--- src/design/brle_pkg.sv ---
// Shared types and constants for the byte run-length encoder.
package brle_pkg;

  localparam logic [7:0] MAX_RUN_RESET = 8'hCF;

  // Result queue geometry: holds up to two pairs per pixel plus slack.
  localparam int QDEPTH = 4;
  localparam int QPTR_W = $clog2(QDEPTH);
  localparam int QCNT_W = $clog2(QDEPTH + 1);

  typedef struct packed {
    logic       eoi;
    logic [7:0] length;
    logic [7:0] value;
  } pair_t;

  // Pairs produced by one pixel, packed toward first.
  typedef struct packed {
    pair_t       first;
    pair_t       second;
    logic [1:0]  count;
  } push_t;

endpackage

--- src/design/brle_core.sv ---
// Run tracking: open run state, max_run register and pair generation.
module brle_core import brle_pkg::*; (
  input  logic       clk,
  input  logic       rst,
  input  logic       cfg_valid,
  input  logic [7:0] cfg_data,
  input  logic       accept,
  input  logic [7:0] pixel,
  input  logic       final_pixel,
  output push_t      push
);

  logic [7:0] max_run;
  logic [7:0] open_value;
  logic [7:0] open_count;
  logic       run_active;

  logic [7:0] limit;
  logic       extend;
  logic       close_old;
  logic       close_new;
  logic [7:0] new_value;
  logic [7:0] new_count;
  pair_t      old_pair;
  pair_t      new_pair;

  always_comb begin
    limit     = (max_run == 8'd0) ? 8'd1 : max_run;
    extend    = run_active && (pixel == open_value) && (open_count < limit);
    close_old = run_active && !extend;
    new_value = extend ? open_value : pixel;
    new_count = extend ? open_count + 8'd1 : 8'd1;
    close_new = (new_count >= limit) || final_pixel;

    old_pair = '{eoi: 1'b0, length: open_count, value: open_value};
    new_pair = '{eoi: final_pixel, length: new_count, value: new_value};

    push.first  = close_old ? old_pair : new_pair;
    push.second = new_pair;
    push.count  = accept ? ({1'b0, close_old} + {1'b0, close_new}) : 2'd0;
  end

  always_ff @(posedge clk) begin
    if (rst) begin
      max_run    <= MAX_RUN_RESET;
      open_value <= 8'd0;
      open_count <= 8'd0;
      run_active <= 1'b0;
    end else begin
      if (cfg_valid) begin
        max_run <= cfg_data;
      end
      if (accept) begin
        if (close_new) begin
          open_value <= 8'd0;
          open_count <= 8'd0;
          run_active <= 1'b0;
        end else begin
          open_value <= new_value;
          open_count <= new_count;
          run_active <= 1'b1;
        end
      end
    end
  end

  a_active_count: assert property (@(posedge clk) disable iff (rst)
    run_active == (open_count != 8'd0))
    else $error("run_active out of step with open_count");

  a_final_closes: assert property (@(posedge clk) disable iff (rst)
    accept && final_pixel |=> !run_active)
    else $error("run still open after final pixel");

  a_two_not_last_first: assert property (@(posedge clk) disable iff (rst)
    push.count == 2'd2 |-> !push.first.eoi && push.first.length != 8'd0)
    else $error("bad first pair in a double emit");

endmodule

--- src/design/brle_queue.sv ---
// Small result queue taking up to two pairs per cycle and giving one.
module brle_queue import brle_pkg::*; (
  input  logic  clk,
  input  logic  rst,
  input  push_t push,
  output logic  room,
  output logic  out_valid,
  input  logic  out_ready,
  output pair_t head
);

  pair_t             mem [QDEPTH];
  logic [QPTR_W-1:0] wr_ptr;
  logic [QPTR_W-1:0] rd_ptr;
  logic [QCNT_W-1:0] count;
  logic              pop;

  assign room      = count <= QCNT_W'(QDEPTH - 2);
  assign out_valid = count != '0;
  assign pop       = out_valid && out_ready;
  assign head      = mem[rd_ptr];

  always_ff @(posedge clk) begin
    if (push.count != 2'd0) begin
      mem[wr_ptr] <= push.first;
    end
    if (push.count == 2'd2) begin
      mem[wr_ptr + QPTR_W'(1)] <= push.second;
    end
  end

  always_ff @(posedge clk) begin
    if (rst) begin
      wr_ptr <= '0;
      rd_ptr <= '0;
      count  <= '0;
    end else begin
      wr_ptr <= wr_ptr + QPTR_W'(push.count);
      rd_ptr <= rd_ptr + QPTR_W'(pop);
      count  <= count + QCNT_W'(push.count) - QCNT_W'(pop);
    end
  end

  a_no_overflow: assert property (@(posedge clk) disable iff (rst)
    push.count != 2'd0 |-> room)
    else $error("push into full queue");

  a_count_bound: assert property (@(posedge clk) disable iff (rst)
    count <= QCNT_W'(QDEPTH))
    else $error("queue count beyond depth");

  a_ptr_gap: assert property (@(posedge clk) disable iff (rst)
    (count == '0 || count == QCNT_W'(QDEPTH)) |-> wr_ptr == rd_ptr)
    else $error("pointers disagree with count");

endmodule

--- src/design/byte_run_length_encoder.sv ---
// Top level of the byte run-length encoder.
//
// Pixels enter on the s_ stream, one byte per transfer; s_tlast marks the
// last pixel of an image. Runs of equal pixels leave on the m_ stream as
// (value, length) pairs; m_tlast is set on the pair that closes the image.
// A pair is sent when the pixel value changes, when the run reaches max_run
// (a new run then starts, even for the same value) or on the last pixel.
// max_run is written over the cfg channel, which always accepts; a zero acts
// as one. Write it only while the encoder holds no open run or queued pairs.
//
// One pixel is taken per cycle while s_tready is high. A pair is written into
// the queue on the pixel transfer that closes it; a pixel may close two runs,
// and the second pair follows the first on m_. Pairs wait in a four-entry
// queue, and s_tready stays high while two entries are free, so a stalled
// receiver back-pressures the input before the queue can overflow and nothing
// is lost. Reset (synchronous) sets max_run to 207, closes any run and empties
// the queue.
module byte_run_length_encoder import brle_pkg::*; (
  input  logic        clk,
  input  logic        rst,
  input  logic        cfg_valid,
  output logic        cfg_ready,
  input  logic [7:0]  cfg_data,
  input  logic        s_tvalid,
  output logic        s_tready,
  input  logic [7:0]  s_tdata,  // [7:0] pixel
  input  logic        s_tlast,  // final_pixel
  output logic        m_tvalid,
  input  logic        m_tready,
  output logic [15:0] m_tdata,  // [7:0] run_value, [15:8] run_length
  output logic        m_tlast   // end_of_image
);

  push_t push;
  pair_t head;
  logic  room;
  logic  accept;

  assign cfg_ready = 1'b1;
  assign s_tready  = room;
  assign accept    = s_tvalid && room;

  brle_core u_core (
    .clk         (clk),
    .rst         (rst),
    .cfg_valid   (cfg_valid),
    .cfg_data    (cfg_data),
    .accept      (accept),
    .pixel       (s_tdata),
    .final_pixel (s_tlast),
    .push        (push)
  );

  brle_queue u_queue (
    .clk       (clk),
    .rst       (rst),
    .push      (push),
    .room      (room),
    .out_valid (m_tvalid),
    .out_ready (m_tready),
    .head      (head)
  );

  assign m_tdata = {head.length, head.value};
  assign m_tlast = head.eoi;

endmodule
--- config.mk ---
export PLATFORM = sky130hd
export DESIGN_NAME = byte_run_length_encoder
export DESIGN_NICKNAME = d
export VERILOG_FILES = /design/src/design/brle_pkg.sv /design/src/design/brle_core.sv /design/src/design/brle_queue.sv /design/src/design/byte_run_length_encoder.sv
export SDC_FILE = /design/constraint.sdc
export NUM_CORES = 1
export LEC_CHECK = 0
export BUFFER_PORTS_ARGS = -buffer_cell sky130_fd_sc_hd__buf_2
export CORE_MARGIN = 2
export CORE_UTILIZATION = 55
export CTS_BUF_LIST = sky130_fd_sc_hd__clkbuf_16
export CTS_CLUSTER_DIAMETER = 40
export DETAILED_ROUTE_END_ITERATION = 10
export PLACE_DENSITY_LB_ADDON = 0.2
export SYNTH_ARGS = -nofsm -noshare
export SYNTH_HDL_FRONTEND = slang
export SYNTH_SLANG_ARGS = --single-unit
--- constraint.sdc ---
create_clock -name clk -period 5 [get_ports clk]
set_input_delay 0.5 -clock clk [delete_from_list [all_inputs] [get_ports clk]]
set_output_delay 0.5 -clock clk [all_outputs]
set_load 0.05 [all_outputs]
==> impl_metrics.toml <==
[run_status]
status = "finished clean"

[worst_setup_path]
reg2regPathDepth = 17
worst-r2r-setup-slack_ps = 290
cp.required_ps = 5010
arrival_ps = 4720
start_kind = "register"
path_class = "reg2reg"
r2r_end = "u_queue.mem[2][11]$_DFFE_PP_"
worstSetupEndpointType = "register"
r2r_start = "u_core.open_count[3]$_SDFFE_PP0P_"
path_max_fanout = 17

[grt]
grt_pass1_wl_mm = 20.3
grt_max_degree = 27
grt_usage_pct = 24.1
antenna_found_initial = 0
grt_pass1_vias = 3819
grt_overflow = 0

[synth]
synth.distinct_cells = 64
syn-num-nets = 496
ys_ff_latch = 100
synth-edff-count = 68
ys_seq_area_share_pct = 48.6
synthArstFlopShare_pct = 0
yosysWarnings = 0
synthFlopType = "edfxtp_1"
avgSynthCellArea_sq_um = 12.2
syn_inst = 451
netlist_area_sq_um = 5520

[pwr]
powerDensity_nw_per_um2 = 405
p_leak_nw = 2.35
peakVddDrop_mv = 0.355

[clocking]
clk_latency_ps = 340
post_cts_buffers = 0
clock-sinks = 100
path_clk_slew_ps = 70
cts_tree = "built"
cts_buffer_depth = 2
numCtsBuffers = 9
ctsHtreeMaxLevel = 3
clock-root-buffer = "clkbuf_16"

[worst_hold_path]
min_path_type = "in2reg"
min_delay_worst_endpoint = "u_core.max_run[7]$_SDFFE_PP1P_"
worstHoldPathCells = 3
hp-start = "cfg_data[7]"

[drt]
vias = 3842
wl_mm = 12.3
viasPerCell = 6.09
drt-pass1-iter-count = 4
drc_errors = 0
drtIter0Drc = 221
antenna_left = 0
wl_per_cell_um = 19.5

[floorplan]
dieArea_sq_um = 10900
die_h_um = 104
core_area_sq_um = 9770
rows = 36
die_x_um = 104
start_util_pct = 56.5
io-pin-count = 42

[sta]
finalClockSkew_ps = 8.85
post-route-period-util_pct = 94.1
tightest_slew_ps = 1050
hold_viol_final = 0
relSlewSlack_pct = 30.1
fmax_ghz = 0.213
slew_viol_final = 0
rsz0062_at_grt = "no"
finalWorstSetupSlack_ps = 295
fin_setup_tns_ps = 0
period_needed_ps = 4710
setup_viol = 0

[finish]
fin_util_pct = 63.7
antennaDiodeCount = 0
fin_cells = 631
drive_gt1_share_pct = 30.3
syn2layout_area_growth_pct = 12.7
nets = 538

[place]
routabilityCongestion = 0.997
placed_cells = 615
hpwl_mm = 8.34
io_buffers = 40
pre_cts_slack_ps = 293

[run]
max-cap-violations = 0
-- cells in the mapped netlist, types with 4 or more instances --
cell type / number / area share, %
nor2_1: 25 / 1.7
o211ai_1: 5 / 0.68
nand2b_1: 5 / 0.57
nor3_1: 9 / 0.82
and2_1: 8 / 0.91
and3_1: 4 / 0.45
a21oi_1: 22 / 2.0
a21o_1: 8 / 1.1
o2111ai_1: 6 / 0.95
o2bb2ai_1: 16 / 2.5
nand3_1: 15 / 1.4
xnor2_1: 12 / 1.9
nand2_1: 33 / 2.2
inv_1: 18 / 1.2
edfxtp_1: 68 / 37
mux2i_1: 5 / 0.91
mux4_2: 17 / 6.9
mux2_2: 33 / 6.7
nor2b_1: 8 / 0.91
a21boi_0: 4 / 0.54
clkbuf_1: 15 / 1.0
ha_1: 22 / 5.0
dfxtp_1: 32 / 12
buf_2: 5 / 0.45
o31ai_1: 4 / 0.54
-- sequential cells by signal, summed over array words and instances (netlist names) --
| name | cells |
|---|---|
| u_core.open_value | 8 |
| u_queue.wr_ptr | 2 |
| u_core.max_run | 8 |
| u_core.open_count | 8 |
| u_core.run_active | 1 |
| u_queue.count | 3 |
| u_queue.mem | 68 |
| u_queue.rd_ptr | 2 |
-- how the worst max path moves through the flow --
stage	to	from	slack, ps	depth (start not counted)
after CTS	u_queue.mem[0][8]$_DFFE_PP_	u_core.open_count[3]$_SDFFE_PP0P_	240	17
after floorplan	u_queue.mem[2][10]$_DFFE_PP_	u_core.max_run[3]$_SDFFE_PP1P_	70	20
after global placement	u_queue.mem[3][10]$_DFFE_PP_	u_core.open_count[5]$_SDFFE_PP0P_	460	14
after detailed placement	u_queue.mem[0][8]$_DFFE_PP_	u_core.open_count[5]$_SDFFE_PP0P_	290	17
final	u_queue.mem[2][11]$_DFFE_PP_	u_core.open_count[3]$_SDFFE_PP0P_	290	17
after global routing	u_queue.mem[2][11]$_DFFE_PP_	u_core.open_count[5]$_SDFFE_PP0P_	30	17
-- layer usage --
| metal | track usage, % | wire length [um] | vias up |
|---|---|---|---|
| met5 | 0 | 0 | - |
| met3 | 4.07 | 640 | 24 |
| met4 | 9.07 | 367 | 0 |
| met2 | 38.9 | 5920 | 128 |
| li1 | - | - | 1792 |
| met1 | 32.9 | 5360 | 1898 |
-- metrics by stage --
| step | hold WS, ps | power, mW | area, sq um |
|---|---|---|---|
| after global placement | 481 | 1.81 | 5910 |
| after detailed placement | 492 | 1.84 | 5910 |
| final | 376 | 2.52 | 6220 |
| after floorplan | 465 | 1.65 | 5550 |
| after CTS | 375 | 2.54 | 6220 |
| after global routing | 386 | 2.64 | 6220 |
-- timing repair --
| item | CTS | global route |
|---|---|---|
| gates resized for setup | 0 | 1 |
| endpoints found under the setup margin | 0 | 1 |
| hold buffers | 0 | 0 |
-- cell type report --
cell class	instances	area, sq um
tap	133	166
inverter	19	71.3
clock buffer	9	225
clock inverter	7	78.8
sequential	100	2680
timing repair buffer	57	328
multi-input combinational	306	2670
fill	803	3550
-- cells in the final DEF, fill, tap and decap left out, types with 2 or more instances in the layout --
master and count:
inv_1 18, o31ai_1 4, buf_4 17, or2_2 2, nand2_1 33, o2bb2ai_1 16, a211oi_2 2, nand2b_1 5
nand3_1 15, dfxtp_1 32, buf_2 40, edfxtp_1 68, nor3_4 2, nor2_1 23, a21boi_0 4, mux4_2 17
xnor2_1 12, a32o_1 2, inv_6 3, o31ai_4 2, nor2b_1 8, o21ai_0 3, clkbuf_16 9, mux2i_1 5
ha_1 22, a21oi_1 21, nor3_1 9, mux2_2 33, o2111ai_1 6, o211ai_1 5, nand4_1 3, and2_1 8
and3_1 4, clkinv_1 2, a21oi_4 3, a21o_1 8
-- cell families (layout without fill, tap and decap cells) --
group,Yosys count,in the layout,share of synthesized area (%)
buffers and inverters,45,92,3.58
AO/OA/AOI/OAI,88,88,13.8
flip-flops,100,100,48.6
multiplexers,55,55,14.6
XOR/XNOR,13,13,2.06
adder cells (fa/ha/maj),23,23,5.35
AND/OR/NAND/NOR,126,126,12.0
other,1,1,0.0679
-- critical path, stage by stage, from the launching register on --
cell and delay (ps):
dfxtp_1 560, ha_1 320, a211o_2 340, o21a_1 220, o311ai_4 100, nand2_1 220
nor2_1 150, ha_1 240, nand2b_1 150, a2111o_1 420, a31oi_2 200, inv_1 70
ha_1 330, nand2b_1 290, mux2i_1 210, nand2_1 110, a21oi_4 130, buf_4 330
-- where the power goes --
part           switching, mW  internal (mW)
combinational          0.519          0.283
clock                  0.314          0.395
sequential            0.0570          0.955
Note: power is estimated with default switching activity, not from simulation.
